`src/design/sva_pkg.sv`:
```
// Shared types and codes for the voice allocator.
package sva_pkg;

  localparam int unsigned AgeW = 24;
  localparam logic [AgeW-1:0] AgeMax = {AgeW{1'b1}};
  localparam int unsigned MaxRes = 17;

  typedef enum logic [1:0] {
    ST_OFF  = 2'd0,
    ST_PLAY = 2'd1,
    ST_SUS  = 2'd2,
    ST_REL  = 2'd3
  } status_e;

  typedef enum logic [1:0] {
    ACT_START   = 2'd0,
    ACT_RELEASE = 2'd1,
    ACT_KILL    = 2'd2
  } action_e;

  typedef enum logic [2:0] {
    MODE_NOTE_ON  = 3'd0,
    MODE_NOTE_OFF = 3'd1,
    MODE_PEDAL    = 3'd2,
    MODE_REL_ALL  = 3'd3,
    MODE_KILL_ALL = 3'd4,
    MODE_TICK     = 3'd5,
    MODE_FINISHED = 3'd6
  } mode_e;

  typedef enum logic [2:0] {
    REG_MIN_KEY   = 3'd0,
    REG_MAX_KEY   = 3'd1,
    REG_POLY_MODE = 3'd2,
    REG_NOTE_ON_EN = 3'd3,
    REG_KEY_LIMIT = 3'd4
  } reg_e;

  typedef struct packed {
    logic [2:0] mode;
    logic [6:0] note;
    logic [6:0] pedal_value;
    logic [3:0] voice;
  } in_t;

  typedef struct packed {
    logic [1:0] action;
    logic [3:0] slot;
    logic [6:0] slot_note;
    logic       last;
  } out_t;

  // Per-cycle command broadcast by the sequencer into every cell.
  typedef enum logic [2:0] {
    CMD_NONE  = 3'd0,
    CMD_SET   = 3'd1,  // set status of the cell at index
    CMD_START = 3'd2,  // play with key, at index
    CMD_KILL  = 3'd3,  // off, age cleared, at index
    CMD_AGE   = 3'd4,  // age every active cell
    CMD_SUS   = 3'd5   // playing cells matching key become sustained
  } cmd_e;

  typedef struct packed {
    cmd_e       cmd;
    status_e    status;
    logic [6:0] key;
  } cell_ctl_t;

  // Values a cell shows to the scan.
  typedef struct packed {
    status_e          status;
    logic [6:0]       key;
    logic [AgeW-1:0]  age;
  } cell_view_t;

endpackage

```
`src/design/sva_cell.sv`:
```
// One voice cell: status, key and age of a slot; passes its view down the chain.
module sva_cell #(
  parameter int unsigned IdxW = 4
) (
  input  logic                  clk_i,
  input  logic                  rst_ni,
  input  logic [IdxW-1:0]       my_idx_i,
  input  logic [IdxW-1:0]       sel_idx_i,
  input  sva_pkg::cell_ctl_t    ctl_i,
  input  logic                  load_i,
  input  logic                  shift_i,
  input  sva_pkg::cell_view_t   prev_i,
  output sva_pkg::cell_view_t   view_o,
  output sva_pkg::cell_view_t   pipe_o
);

  sva_pkg::status_e status_q, status_d;
  logic [6:0] key_q, key_d;
  logic [sva_pkg::AgeW-1:0] age_q, age_d;
  sva_pkg::cell_view_t pipe_q;
  logic hit;

  assign hit = (sel_idx_i == my_idx_i);

  always_comb begin
    status_d = status_q;
    key_d = key_q;
    age_d = age_q;
    case (ctl_i.cmd)
      sva_pkg::CMD_SET: if (hit) status_d = ctl_i.status;
      sva_pkg::CMD_START: begin
        if (hit) begin
          status_d = sva_pkg::ST_PLAY;
          key_d = ctl_i.key;
        end
      end
      sva_pkg::CMD_KILL: begin
        if (hit) begin
          status_d = sva_pkg::ST_OFF;
          age_d = '0;
        end
      end
      sva_pkg::CMD_AGE: begin
        if (status_q != sva_pkg::ST_OFF && age_q != sva_pkg::AgeMax) age_d = age_q + 1'b1;
      end
      sva_pkg::CMD_SUS: begin
        if (status_q == sva_pkg::ST_PLAY && key_q == ctl_i.key) status_d = sva_pkg::ST_SUS;
      end
      default: ;
    endcase
  end

  always_ff @(posedge clk_i or negedge rst_ni) begin
    if (!rst_ni) begin
      status_q <= sva_pkg::ST_OFF;
      age_q <= '0;
    end else begin
      status_q <= status_d;
      age_q <= age_d;
    end
  end

  always_ff @(posedge clk_i) begin
    key_q <= key_d;
  end

  // Shift chain: load own view, take the neighbor's, or hold.
  always_ff @(posedge clk_i) begin
    if (load_i) pipe_q <= view_o;
    else if (shift_i) pipe_q <= prev_i;
  end

  assign view_o = '{status: status_q, key: key_q, age: age_q};
  assign pipe_o = pipe_q;

endmodule

```
`src/design/synth_voice_allocator_top.sv`:
```
// Voice allocator top: sequencer scanning a chain of voice cells.
//
// Channel  Dir  Handshake                 Payload
// in       in   in_valid_i / in_ready_o   in_data_i  (sva_pkg::in_t)
// out      out  out_valid_o / out_ready_i out_data_o (sva_pkg::out_t)
// cfg      in   cfg_valid_i / cfg_ready_o cfg_index_i, cfg_data_i
//
// One item at a time. A pass loads every cell view into the chain and shifts
// them past the sequencer one slot per cycle, holding while a result cannot be
// taken: load, scan, decide. Items other than note-on take one pass.
// Note-on takes up to two passes (free slot, then mono release or key limit)
// plus start and release steps. Results wait in a pending register for their
// last flag; with it and the output register both full the sequencer holds.
// Reset clears all slots to off; no clearing pass.
module synth_voice_allocator_top #(
  parameter int unsigned VOICES = 16
) (
  input  logic               clk_i,
  input  logic               rst_ni,
  input  logic               in_valid_i,
  output logic               in_ready_o,
  input  sva_pkg::in_t       in_data_i,
  output logic               out_valid_o,
  input  logic               out_ready_i,
  output sva_pkg::out_t      out_data_o,
  input  logic               cfg_valid_i,
  output logic               cfg_ready_o,
  input  logic [2:0]         cfg_index_i,
  input  logic [6:0]         cfg_data_i
);

  localparam int unsigned IdxW = $clog2(VOICES);
  localparam int unsigned CntW = $clog2(VOICES + 1);
  localparam logic [IdxW-1:0] LastIdx = IdxW'(VOICES - 1);
  localparam logic [5:0] DefLimit = 6'(VOICES - 5);
  localparam int unsigned ResW = $clog2(sva_pkg::MaxRes + 1);

  typedef enum logic [5:0] {
    S_IDLE  = 6'b000001,
    S_LOAD  = 6'b000010,
    S_SCAN  = 6'b000100,
    S_NEXT  = 6'b001000,
    S_FLUSH = 6'b010000,
    S_DONE  = 6'b100000
  } state_e;

  // Passes within an item.
  typedef enum logic [2:0] {
    P_MAIN  = 3'd0,  // free-slot search, or the item's own scan
    P_MONO  = 3'd1,
    P_START = 3'd2,
    P_LIMIT = 3'd3,
    P_LREL  = 3'd4
  } pass_e;

  state_e state_q, state_d;
  pass_e pass_q, pass_d;

  logic [6:0] min_key_q, max_key_q;
  logic poly_q, non_en_q;
  logic [5:0] limit_q;
  logic pedal_q, kill_pend_q;

  sva_pkg::in_t item_q;
  logic [IdxW-1:0] pos_q;        // scan position
  logic [IdxW-1:0] sel_q;        // cell addressed by a command
  logic found_q;                 // free slot, or note-off match, found
  logic [IdxW-1:0] free_q;
  logic [CntW-1:0] held_q;
  logic [sva_pkg::AgeW-1:0] maxage_q;
  logic old_ok_q;
  logic [IdxW-1:0] old_q;
  logic [ResW-1:0] nres_q;

  sva_pkg::out_t obuf_q;
  logic obuf_v_q;
  logic pend_v_q;
  sva_pkg::out_t pend_q;         // held result awaiting its last flag

  sva_pkg::cell_ctl_t ctl;
  sva_pkg::cell_ctl_t ctl_f;
  logic [IdxW-1:0] ctl_idx;
  logic shift;
  logic load;

  sva_pkg::cell_view_t views [VOICES];
  sva_pkg::cell_view_t pipes [VOICES];
  sva_pkg::cell_view_t cur;

  assign load = (state_q == S_LOAD);

  // Chain: views shift toward cell 0; cur is the slot at pos_q.
  for (genvar g = 0; g < VOICES; g++) begin : g_cell
    sva_pkg::cell_view_t prev;
    if (g == VOICES - 1) begin : g_end
      assign prev = '0;
    end else begin : g_mid
      assign prev = pipes[g+1];
    end
    sva_cell #(.IdxW(IdxW)) u_cell (
      .clk_i, .rst_ni,
      .my_idx_i (IdxW'(g)),
      .sel_idx_i(ctl_idx),
      .ctl_i    (ctl_f),
      .load_i   (load),
      .shift_i  (shift),
      .prev_i   (prev),
      .view_o   (views[g]),
      .pipe_o   (pipes[g])
    );
  end
  assign cur = pipes[0];

  logic cur_held;
  assign cur_held = (cur.status == sva_pkg::ST_PLAY) || (cur.status == sva_pkg::ST_SUS);

  // Scan decision for the slot at pos_q.
  logic emit_hit;
  sva_pkg::action_e emit_act;
  sva_pkg::status_e emit_st;
  always_comb begin
    emit_hit = 1'b0;
    emit_act = sva_pkg::ACT_RELEASE;
    emit_st = sva_pkg::ST_REL;
    case (item_q.mode)
      sva_pkg::MODE_NOTE_ON: emit_hit = (pass_q == P_MONO) && cur_held;
      sva_pkg::MODE_PEDAL: emit_hit = !pedal_q && cur.status == sva_pkg::ST_SUS;
      sva_pkg::MODE_REL_ALL: emit_hit = cur_held;
      sva_pkg::MODE_TICK: begin
        emit_hit = kill_pend_q && cur.status != sva_pkg::ST_OFF;
        emit_act = sva_pkg::ACT_KILL;
        emit_st = sva_pkg::ST_OFF;
      end
      default: ;
    endcase
  end

  logic [5:0] lim;
  assign lim = (limit_q == '0) ? DefLimit : limit_q;
  logic key_ok;
  assign key_ok = (item_q.note >= min_key_q) && (item_q.note <= max_key_q);

  logic out_free;
  assign out_free = !obuf_v_q || out_ready_i;
  logic can_emit;
  assign can_emit = !pend_v_q || out_free;

  assign in_ready_o = (state_q == S_IDLE);
  assign cfg_ready_o = (state_q == S_IDLE);
  assign out_valid_o = obuf_v_q;
  assign out_data_o = obuf_q;

  sva_pkg::out_t new_res;
  logic push;           // new result into pending
  logic flush_last;     // pending goes out as last
  logic keep;           // result still within the per-item limit

  assign keep = (nres_q < ResW'(sva_pkg::MaxRes));

  always_comb begin
    state_d = state_q;
    pass_d = pass_q;
    ctl = '{cmd: sva_pkg::CMD_NONE, status: sva_pkg::ST_OFF, key: item_q.note};
    ctl_idx = sel_q;
    shift = 1'b0;
    push = 1'b0;
    flush_last = 1'b0;
    new_res = '{action: 2'(emit_act), slot: 4'(pos_q), slot_note: cur.key, last: 1'b0};
    case (state_q)
      S_IDLE: begin
        if (in_valid_i) begin
          state_d = S_LOAD;
          pass_d = P_MAIN;
        end
      end
      S_LOAD: begin
        state_d = S_SCAN;
      end
      S_SCAN: begin
        shift = 1'b1;
        if (emit_hit) begin
          if (can_emit) begin
            push = 1'b1;
            ctl = '{cmd: (emit_act == sva_pkg::ACT_KILL) ? sva_pkg::CMD_KILL
                         : sva_pkg::CMD_SET, status: emit_st, key: item_q.note};
            ctl_idx = pos_q;
          end else begin
            shift = 1'b0;
          end
        end
        if (shift && pos_q == LastIdx) state_d = S_NEXT;
      end
      S_NEXT: begin
        shift = 1'b0;
        state_d = S_LOAD;
        case (item_q.mode)
          sva_pkg::MODE_NOTE_ON: begin
            case (pass_q)
              P_MAIN: begin
                if (!key_ok) state_d = S_FLUSH;
                else if (!poly_q) pass_d = P_MONO;
                else pass_d = P_START;
                if (poly_q && key_ok) state_d = S_NEXT;
              end
              P_MONO: begin
                pass_d = P_START;
                state_d = S_NEXT;
              end
              P_START: begin
                if (found_q && non_en_q && can_emit) begin
                  push = 1'b1;
                  new_res = '{action: 2'(sva_pkg::ACT_START), slot: 4'(free_q),
                              slot_note: item_q.note, last: 1'b0};
                  ctl = '{cmd: sva_pkg::CMD_START, status: sva_pkg::ST_PLAY,
                          key: item_q.note};
                  ctl_idx = free_q;
                end
                if (found_q && non_en_q && !can_emit) state_d = S_NEXT;
                else if (poly_q) pass_d = P_LIMIT;
                else state_d = S_FLUSH;
              end
              P_LIMIT: begin
                if (int'(held_q) > int'(lim) && old_ok_q) begin
                  state_d = S_NEXT;
                  pass_d = P_LREL;
                end else begin
                  state_d = S_FLUSH;
                end
              end
              P_LREL: begin
                if (can_emit) begin
                  push = 1'b1;
                  new_res = '{action: 2'(sva_pkg::ACT_RELEASE), slot: 4'(old_q),
                              slot_note: views[old_q].key, last: 1'b0};
                  ctl = '{cmd: sva_pkg::CMD_SET, status: sva_pkg::ST_REL,
                          key: item_q.note};
                  ctl_idx = old_q;
                  state_d = S_FLUSH;
                end else begin
                  state_d = S_NEXT;
                end
              end
              default: state_d = S_FLUSH;
            endcase
          end
          sva_pkg::MODE_NOTE_OFF: begin
            state_d = S_FLUSH;
            if (pedal_q) begin
              ctl = '{cmd: sva_pkg::CMD_SUS, status: sva_pkg::ST_SUS, key: item_q.note};
            end else if (found_q) begin
              if (can_emit) begin
                push = 1'b1;
                new_res = '{action: 2'(sva_pkg::ACT_RELEASE), slot: 4'(free_q),
                            slot_note: item_q.note, last: 1'b0};
                ctl = '{cmd: sva_pkg::CMD_SET, status: sva_pkg::ST_REL,
                        key: item_q.note};
                ctl_idx = free_q;
              end else begin
                state_d = S_NEXT;
              end
            end
          end
          sva_pkg::MODE_FINISHED: begin
            state_d = S_FLUSH;
            if (VOICES > 16 || int'(item_q.voice) < VOICES) begin
              if (views[IdxW'(item_q.voice)].status != sva_pkg::ST_OFF) begin
                if (can_emit) begin
                  push = 1'b1;
                  new_res = '{action: 2'(sva_pkg::ACT_KILL), slot: item_q.voice,
                              slot_note: views[IdxW'(item_q.voice)].key, last: 1'b0};
                  ctl = '{cmd: sva_pkg::CMD_KILL, status: sva_pkg::ST_OFF,
                          key: item_q.note};
                  ctl_idx = IdxW'(item_q.voice);
                end else begin
                  state_d = S_NEXT;
                end
              end
            end
          end
          default: state_d = S_FLUSH;
        endcase
      end
      S_FLUSH: begin
        shift = 1'b0;
        if (!pend_v_q) state_d = S_DONE;
        else if (out_free) begin
          flush_last = 1'b1;
          state_d = S_DONE;
        end
      end
      S_DONE: begin
        shift = 1'b0;
        state_d = S_IDLE;
      end
      default: state_d = S_IDLE;
    endcase
  end

  // Ticks age all active cells in the load state of the item's main pass.
  always_comb begin
    ctl_f = ctl;
    if (state_q == S_LOAD && pass_q == P_MAIN && item_q.mode == sva_pkg::MODE_TICK)
      ctl_f = '{cmd: sva_pkg::CMD_AGE, status: sva_pkg::ST_OFF, key: item_q.note};
  end

  always_ff @(posedge clk_i or negedge rst_ni) begin
    if (!rst_ni) begin
      state_q <= S_IDLE;
      pass_q <= P_MAIN;
      min_key_q <= '0;
      max_key_q <= 7'd127;
      poly_q <= 1'b1;
      non_en_q <= 1'b1;
      limit_q <= 6'd15;
      pedal_q <= 1'b0;
      kill_pend_q <= 1'b0;
      obuf_v_q <= 1'b0;
      pend_v_q <= 1'b0;
      nres_q <= '0;
    end else begin
      state_q <= state_d;
      pass_q <= pass_d;
      if (cfg_valid_i && cfg_ready_o) begin
        case (cfg_index_i)
          sva_pkg::REG_MIN_KEY:    min_key_q <= cfg_data_i;
          sva_pkg::REG_MAX_KEY:    max_key_q <= cfg_data_i;
          sva_pkg::REG_POLY_MODE:  poly_q <= cfg_data_i[0];
          sva_pkg::REG_NOTE_ON_EN: non_en_q <= cfg_data_i[0];
          sva_pkg::REG_KEY_LIMIT:  limit_q <= cfg_data_i[5:0];
          default: ;
        endcase
      end
      if (state_q == S_IDLE && in_valid_i) begin
        nres_q <= '0;
        if (in_data_i.mode == sva_pkg::MODE_PEDAL)
          pedal_q <= (in_data_i.pedal_value >= 7'd64);
        if (in_data_i.mode == sva_pkg::MODE_KILL_ALL) kill_pend_q <= 1'b1;
      end
      if (state_q == S_DONE && item_q.mode == sva_pkg::MODE_TICK) kill_pend_q <= 1'b0;
      // pending -> output buffer
      if ((push && pend_v_q && keep) || flush_last) obuf_v_q <= 1'b1;
      else if (out_ready_i) obuf_v_q <= 1'b0;
      if (push) begin
        if (keep) begin
          pend_v_q <= 1'b1;
          nres_q <= nres_q + 1'b1;
        end
      end else if (flush_last) begin
        pend_v_q <= 1'b0;
      end
    end
  end

  always_ff @(posedge clk_i) begin
    if (state_q == S_IDLE && in_valid_i) item_q <= in_data_i;
    if (push && pend_v_q && keep) obuf_q <= pend_q;
    else if (flush_last) obuf_q <= '{action: pend_q.action, slot: pend_q.slot,
                                     slot_note: pend_q.slot_note, last: 1'b1};
    if (push && keep) pend_q <= new_res;
  end

  // Scan bookkeeping.
  always_ff @(posedge clk_i) begin
    if (state_q == S_LOAD) begin
      pos_q <= '0;
      sel_q <= '0;
      if (pass_q == P_MAIN) found_q <= 1'b0;
      if (pass_q == P_LIMIT) begin
        held_q <= '0;
        maxage_q <= '0;
        old_ok_q <= 1'b0;
      end
    end else if (state_q == S_SCAN && shift) begin
      pos_q <= pos_q + 1'b1;
      if (pass_q == P_MAIN && item_q.mode == sva_pkg::MODE_NOTE_ON && !found_q
          && cur.status == sva_pkg::ST_OFF) begin
        found_q <= 1'b1;
        free_q <= pos_q;
      end
      // note-off keeps the highest matching playing slot
      if (item_q.mode == sva_pkg::MODE_NOTE_OFF && cur.status == sva_pkg::ST_PLAY
          && cur.key == item_q.note) begin
        found_q <= 1'b1;
        free_q <= pos_q;
      end
      if (pass_q == P_LIMIT && cur_held) begin
        held_q <= held_q + 1'b1;
        if (cur.age > maxage_q) begin
          maxage_q <= cur.age;
          old_q <= pos_q;
          old_ok_q <= 1'b1;
        end
      end
    end
  end

endmodule

```
`config.mk`:
```
export PLATFORM = sky130hd
export DESIGN_NAME = synth_voice_allocator_top
export DESIGN_NICKNAME = d
export VERILOG_FILES = /design/src/design/sva_pkg.sv /design/src/design/sva_cell.sv /design/src/design/synth_voice_allocator_top.sv
export SDC_FILE = /design/constraint.sdc
export NUM_CORES = 2
export LEC_CHECK = 0
export ABC_CLOCK_PERIOD_IN_PS = 20900
export BUFFER_PORTS_ARGS = -buffer_cell sky130_fd_sc_hd__buf_2
export CELL_PAD_IN_SITES_DETAIL_PLACEMENT = 1
export CELL_PAD_IN_SITES_GLOBAL_PLACEMENT = 2
export CORE_MARGIN = 2
export CORE_UTILIZATION = 40
export CTS_CLUSTER_DIAMETER = 30
export DETAILED_ROUTE_END_ITERATION = 16
export PLACE_DENSITY = 0.75
export SYNTH_ARGS = -nofsm -noshare
export SYNTH_HDL_FRONTEND = slang
export SYNTH_SLANG_ARGS = --single-unit
```
`constraint.sdc`:
```
create_clock -name clk_i -period 20.9 [get_ports clk_i]
set_input_delay 4.18 -clock clk_i [delete_from_list [all_inputs] [get_ports clk_i]]
set_output_delay 4.18 -clock clk_i [all_outputs]
set_load 0.005 [all_outputs]
```
After elaboration in Yosys (flattened, before gate mapping)
Index checks and enable logic that the tools add are counted.
{"block": "word_totals", "word_cells": 788, "inputBits": 36, "out_inout_bits": 17, "reg_bits": 1181}
{"block": "op_classes", "n_eq_ne": 186, "magnitude_cmp": 8, "n_addsub": 19, "n_mux": 279, "bitwise": 3, "n_reduce_logical": 167}
{"operator": "two-way mux 33 bit", "n": 34}
{"operator": "two-way mux 24 bit", "n": 37}
{"operator": "one-hot mux 24 bit (2 select lines)", "n": 16}
{"operator": "adder 24 x 1 -> 24 bit (second input constant)", "n": 16}
{"operator": "inequality test 24 bit (second input constant)", "n": 16}
{"operator": "binary-select mux 33 bit (select 4 bit)", "n": 2}
{"operator": "inequality test 2 x 1 -> 1 bit (second input constant)", "n": 80}
{"operator": "two-way mux 14 bit", "n": 10}
{"operator": "two-way mux 2 bit", "n": 68}
{"operator": "one-hot mux 2 bit (4 select lines)", "n": 16}
{"operator": "== test 7 bit", "n": 17}
{"operator": "AND reduction 5 bit", "n": 16}
{"operator": "two-way mux 31 bit", "n": 2}
{"operator": "two-way mux 5 bit", "n": 12}
{"operator": "one-hot mux 6 bit (5 select lines)", "n": 2}
{"operator": "AND reduction 3 bit", "n": 20}
{"operator": "nonzero test 2 bit", "n": 30}
{"operator": "logical AND 1 bit", "n": 57}
{"operator": "two-way mux 11 bit", "n": 5}
{"operator": "two-way mux 6 bit", "n": 9}
{"operator": "AND reduction 2 bit", "n": 24}
{"operator": "two-way mux 4 bit", "n": 11}
{"operator": "one-hot mux 14 bit (3 select lines)", "n": 1}
{"operator": "== test 4 bit (second input constant)", "n": 9}
{"operator": "54 further kinds", "n": 152}

Logic depth before layout (Yosys ltp)
{"block": "depth", "depth_word": 13, "depth_mapped": 14, "mapped_depth_nobuf": 13}

Modules after synthesis
A second synthesis with hierarchy kept.
{"block": "hier_totals", "cells_unflattened": 4915, "hier_area_um2": 61179.9}
{"mod": "sva_cell", "n_inst": 16, "cells_each": 259, "seq_area_each_um2": 1851.8, "area_each_um2": 3271.9}
{"mod": "synth_voice_allocator_top", "n_inst": 1, "cells_each": 771, "seq_area_each_um2": 3500.9, "area_each_um2": 8829.7}

Least setup slack after synthesis
Ideal clock, no wire load.
{"block": "synth_timing", "kind": "input -> register", "startpoint": "in out_ready_i", "endpoint": "reg g_cell[0].u_cell.pipe_q, in the netlist g_cell[0].u_cell.pipe_o[0], enable pin", "setup_time_ps": 3723, "path_slack_ps": 3612, "cell_stages": 4, "arrival_ps": 13565, "path_buffers": 1, "t_required_ps": 17177, "cell_sequence": "nand3b_1 clkbuf_1 o21ai_0 nand2_1"}
{"block": "synth_between", "elab_chain_len": 7}
{"element": "from (decl)", "line_no": "synth_voice_allocator_top.sv:24", "text": "input logic out_ready_i,"}
{"element": "logical OR 1 bit", "line_no": "synth_voice_allocator_top.sv:144", "text": "assign out_free = !obuf_v_q || out_ready_i;"}
{"element": "logical OR 1 bit", "line_no": "synth_voice_allocator_top.sv:146", "text": "assign can_emit = !pend_v_q || out_free;"}
{"element": "two-way mux 1 bit", "line_no": "synth_voice_allocator_top.sv:182", "text": "if (can_emit) begin"}
{"element": "two-way mux 1 bit", "line_no": "synth_voice_allocator_top.sv:181", "text": "if (emit_hit) begin"}
{"element": "two-way mux 1 bit (2 in a row)", "line_no": "synth_voice_allocator_top.sv:169", "text": "case (state_q)"}
{"element": "nonzero test 2 bit (no line)"}
{"element": "to (signal assigned)", "line_no": "sva_cell.sv:69", "text": "if (load_i) pipe_q <= view_o;"}
{"element": "to (signal assigned)", "line_no": "sva_cell.sv:70", "text": "else if (shift_i) pipe_q <= prev_i;"}
{"element": "to (decl)", "line_no": "sva_cell.sv:20", "text": "sva_pkg::cell_view_t pipe_q;"}
Every way passes these cells. The select of a mux whose other input is x is not followed.
A chain may end at the register's enable or synchronous reset.

Worst setup path after layout
{"block": "layout_timing", "startpoint": "in out_ready_i", "endpoint": "reg g_cell[14].u_cell.age_q[1] in the netlist's numbering"}
{"block": "layout_between", "elab_chain_len": 11, "elab_cells_between_ends": 35, "classes_between": "eq/ne (5); mux (25); reduce/logical (5)"}
{"element": "logical OR 1 bit *", "line_no": "synth_voice_allocator_top.sv:144"}
{"element": "logical OR 1 bit *", "line_no": "synth_voice_allocator_top.sv:146"}
{"element": "logical AND 1 bit / two-way mux 10 bit (equally long branches)", "line_no": "synth_voice_allocator_top.sv:210, synth_voice_allocator_top.sv:231, synth_voice_allocator_top.sv:251"}
{"element": "two-way mux 11 bit / two-way mux 12 bit (equally long branches)", "line_no": "synth_voice_allocator_top.sv:210, synth_voice_allocator_top.sv:250"}
{"element": "one-hot mux 11 bit (2 select lines) / two-way mux 12 bit (equally long branches)", "line_no": "synth_voice_allocator_top.sv:198, synth_voice_allocator_top.sv:248"}
{"element": "one-hot mux 12 bit (3 select lines)", "line_no": "synth_voice_allocator_top.sv:196", "text": "case (item_q.mode)"}
{"element": "one-hot mux 12 bit (2 select lines)", "line_no": "synth_voice_allocator_top.sv:169"}
{"element": "two-way mux 12 bit", "line_no": "synth_voice_allocator_top.sv:302", "text": "if (state_q == S_LOAD && pass_q == P_MAIN && item_q.mode == sva_pkg::MODE_TICK)"}
{"element": "== test 3 bit / == test 3 x 2 -> 1 bit (equally long branches)", "line_no": "sva_cell.sv:29", "text": "case (ctl_i.cmd)"}
{"element": "inequality test 2 x 1 -> 1 bit (no line) / nonzero test 2 bit (equally long branches)"}
{"element": "AND reduction 3 bit (no line)"}
{"element": "to (signal assigned)", "line_no": "sva_cell.sv:59", "text": "age_q <= age_d;"}
{"element": "to (decl)", "line_no": "sva_cell.sv:19", "text": "logic [sva_pkg::AgeW-1:0] age_q, age_d;"}
Mark *: on every way between the ends. The rest lies on a longest branch, timed or not.

==> impl_metrics.toml <==
[run_status]
status = "finished clean"

[floorplanning]
die-area_sq_um = 147000
core_sq_um = 143000
die_w_um = 383
pin_count = 53
initial_core_util_pct = 40.2
die_h_um = 383
rows = 139

[detailed_routing]
routedWlPerCell_um = 23.3
route.vias.total = 44929
post-route-drc-count = 0
routed_wl_mm = 188
drt_pre_antenna_iters = 6
viasPerCell = 5.58
ant_nets = 0
drt-initial-drc-count = 3108

[critical_path]
worst-path-max-fanout = 53
crit_buf_inv = 4
cpMostUsedCell = "buf_4"
crit_arrival_ns = 8.65
worst-path-stages = 11
timing.rr.end = "g_cell[1].u_cell.pipe_o[20]"
slowest_stage = "buf_4"
cpPeakStageDelay_ns = 0.69
cp-end-kind = "register"
worst_setup_path_start_kind = "input pin"
critPathKind = "input pin to register"
worstPathRequired_ns = 21.66
cp_top_family = "simple AND/OR/NAND/NOR gates"
r2r_slack_ns = 15.04
worstReg2RegStart = "state_q[5]"
reg2regPathDepth = 7
path_cells = "buf_2, and3b_1, buf_4, nor3_1, o21a_1, and2_1, or2_4, buf_4, buf_4, nand3_1, a31o_2"

[sta]
clock_skew_ns = 0.0479
worst_pin_slew_ns = 1.32
setup_viol = 0
finalSetupTns_ns = 0
holdWs_ns = 0.413
slew_viol_final = 0
finalHoldViolations = 0
rsz0062_at_grt = "no"
fin_crit_ns = 7.90
relSlewSlack_pct = 11.8
timing.final.crit_share_pct = 37.8
max_freq_mhz = 127

[logic_synthesis]
synthDistinctLibCells = 92
avgSynthCellArea_sq_um = 10.1
ys_ff_latch = 1180
yosysTopAreaCell = "edfxtp_1"
synth.area.top_cells = "edfxtp_1 38%, dfrtp_1 19%, nand2_1 11%, o21ai_0 3.0%, mux4_2 2.6%"
synth_top_area_share_pct = 37.6
synthArstFlopShare_pct = 38.6
synth-edff-count = 720
synthCells = 5713
syn-num-nets = 5814
synthTopCellsByCount = "1714 x nand2_1, 720 x edfxtp_1, 442 x dfrtp_1"
syn_area_sq_um = 57600
ys_seq_area_share_pct = 57.6
synth_flop_cell = "edfxtp_1"
synth_warnings = 0
yosysMostFrequentCell = "nand2_1"

[cts]
clk_latency_ns = 0.88
ctsHoldBuffers = 0
clockBufferDepth = 4
ctsResizeCount = 0
cts_tree = "done"
cts_buffers = 335
root_buffer = "clkbuf_16"
clkSinkCount = 1180
htreeDepth = 5
post_cts_buffers = 0
path_clk_slew_ns = 0.05

[global_routing]
grt_usage_pct = 25.5
grt_overflow_total = 0
grt_pass1_vias = 47058
grt_pass1_wl_mm = 289
grt_max_degree = 160
antenna_found_initial = 6

[placement]
port_buffers = 46
placed_cells = 7456
place.gp.congestion = 0.855
dp_hpwl_mm = 122

[finish]
multiInputGateArea_sq_um = 23000
fin_cells = 8056
drive_above_1_share_pct = 13.6
nNetsFinal = 5991
fin_util_pct = 49.5
ff_latch_area_sq_um = 33100
syn2layout_area_growth_pct = 23.2
fillers = 15401

[flow_run]
drv_cap = 0

[worst_hold_path]
hp-class = "register to register"
hold_start = "pend_q[10]"
worstHoldPathCells = 0
min_to = "out_data_o[10]"

[pwr]
p_per_area_nw_per_um2 = 128
p_leak_nw = 28.8
irDropWorstVdd_mv = 0.0891
==> kinds of logic (layout without fill, tap and decap cells) <==
group / after synthesis / after routing / share of synthesized area (%)
simple gates: 2815 / 2815 / 21.4
flops: 1180 / 1180 / 57.6
compound gates: 872 / 872 / 8.86
buf+inv: 375 / 814 / 2.60
xor+xnor: 207 / 207 / 3.15
mux: 199 / 199 / 5.00
fa+ha+maj: 65 / 65 / 1.41
other cells: 0 / 1 / 0
==> per-layer routing <==
layer | track usage, % | vias up | routed length (um)
met5 | 0 | - | 27
met4 | 9.32 | 4 | 6280
met3 | 3.81 | 385 | 7200
met2 | 42.0 | 943 | 90600
met1 | 34.2 | 22950 | 83700
li1 | - | 20647 | -
==> worst reg2reg max path: cells and delay by family, from the launching register on <==
kind / cells / cell delay, ns
buffers and inverters: 4 / 2.80
and+or+nand+nor: 3 / 2.11
DFF: 1 / 0.48
==> placed cells by master (no fill, tap or decap), types with 72 or more instances in the layout <==
master     instances
inv_1             92
o21ai_0          344
mux2i_1           83
clkbuf_16        344
edfxtp_1         720
nor2_1           354
a21oi_1          258
nand3_1          213
and3_1           127
xor2_1           125
xnor2_1           82
nand2_1         1713
buf_4             72
nand4_1          105
dfrtp_1          442
==> state kept, by name, summed over array words and instances (netlist names), 3 cells and up <==
register                flops
maxage_q                   24
old_q                       4
nres_q                      5
pass_q                      3
limit_q                     6
g_cell.u_cell.pipe_o      528
state_q                     6
g_cell.u_cell.status_q     32
g_cell.u_cell.key_q       112
pend_q                     13
out_data_o                 14
item_q                     14
g_cell.u_cell.age_q       384
free_q                      4
min_key_q                   7
max_key_q                   7
held_q                      5
pos_q                       4
==> layout make-up <==
class / instances / area share [%]
inverters: 94 / 0.508
clock buffers: 414 / 12.9
diodes: 1 / 0.00353
flip-flops and latches: 1180 / 46.7
well taps: 1903 / 3.36
clock inverters: 185 / 2.87
multi-input cells: 4158 / 32.4
repair buffers: 121 / 1.19
==> power breakdown <==
group / internal [W] / switching, W / leakage, nW
logic: 0.000313 / 0.000757 / 12.0
clock network: 0.00354 / 0.00151 / 5.42
registers: 0.00285 / 0.000129 / 11.4
total: 0.00670 / 0.00240 / 28.8
==> stage by stage <==
step                cell area, sq um  total power [W]  setup slack (ns)
finish                         70900          0.00910             13.00
global placement               59700          0.00407             12.23
CTS                            70900          0.00919             13.10
detailed placement             59700          0.00409             12.17
floorplan                      57600          0.00379              3.61
global route                   70900          0.00943             12.81
==> worst max path at each step <==
stage,from,to
3_5_place_dp,out_ready_i,g_cell[14].u_cell.age_q[1]
4_1_cts,out_ready_i,g_cell[14].u_cell.age_q[1]
3_3_place_gp,out_ready_i,g_cell[14].u_cell.age_q[1]
6_report,out_ready_i,g_cell[14].u_cell.age_q[1]
5_1_grt,out_ready_i,g_cell[14].u_cell.age_q[1]
2_1_floorplan,out_ready_i,g_cell[0].u_cell.pipe_o[0]
No activity file was read; power rests on OpenSTA's default activity.
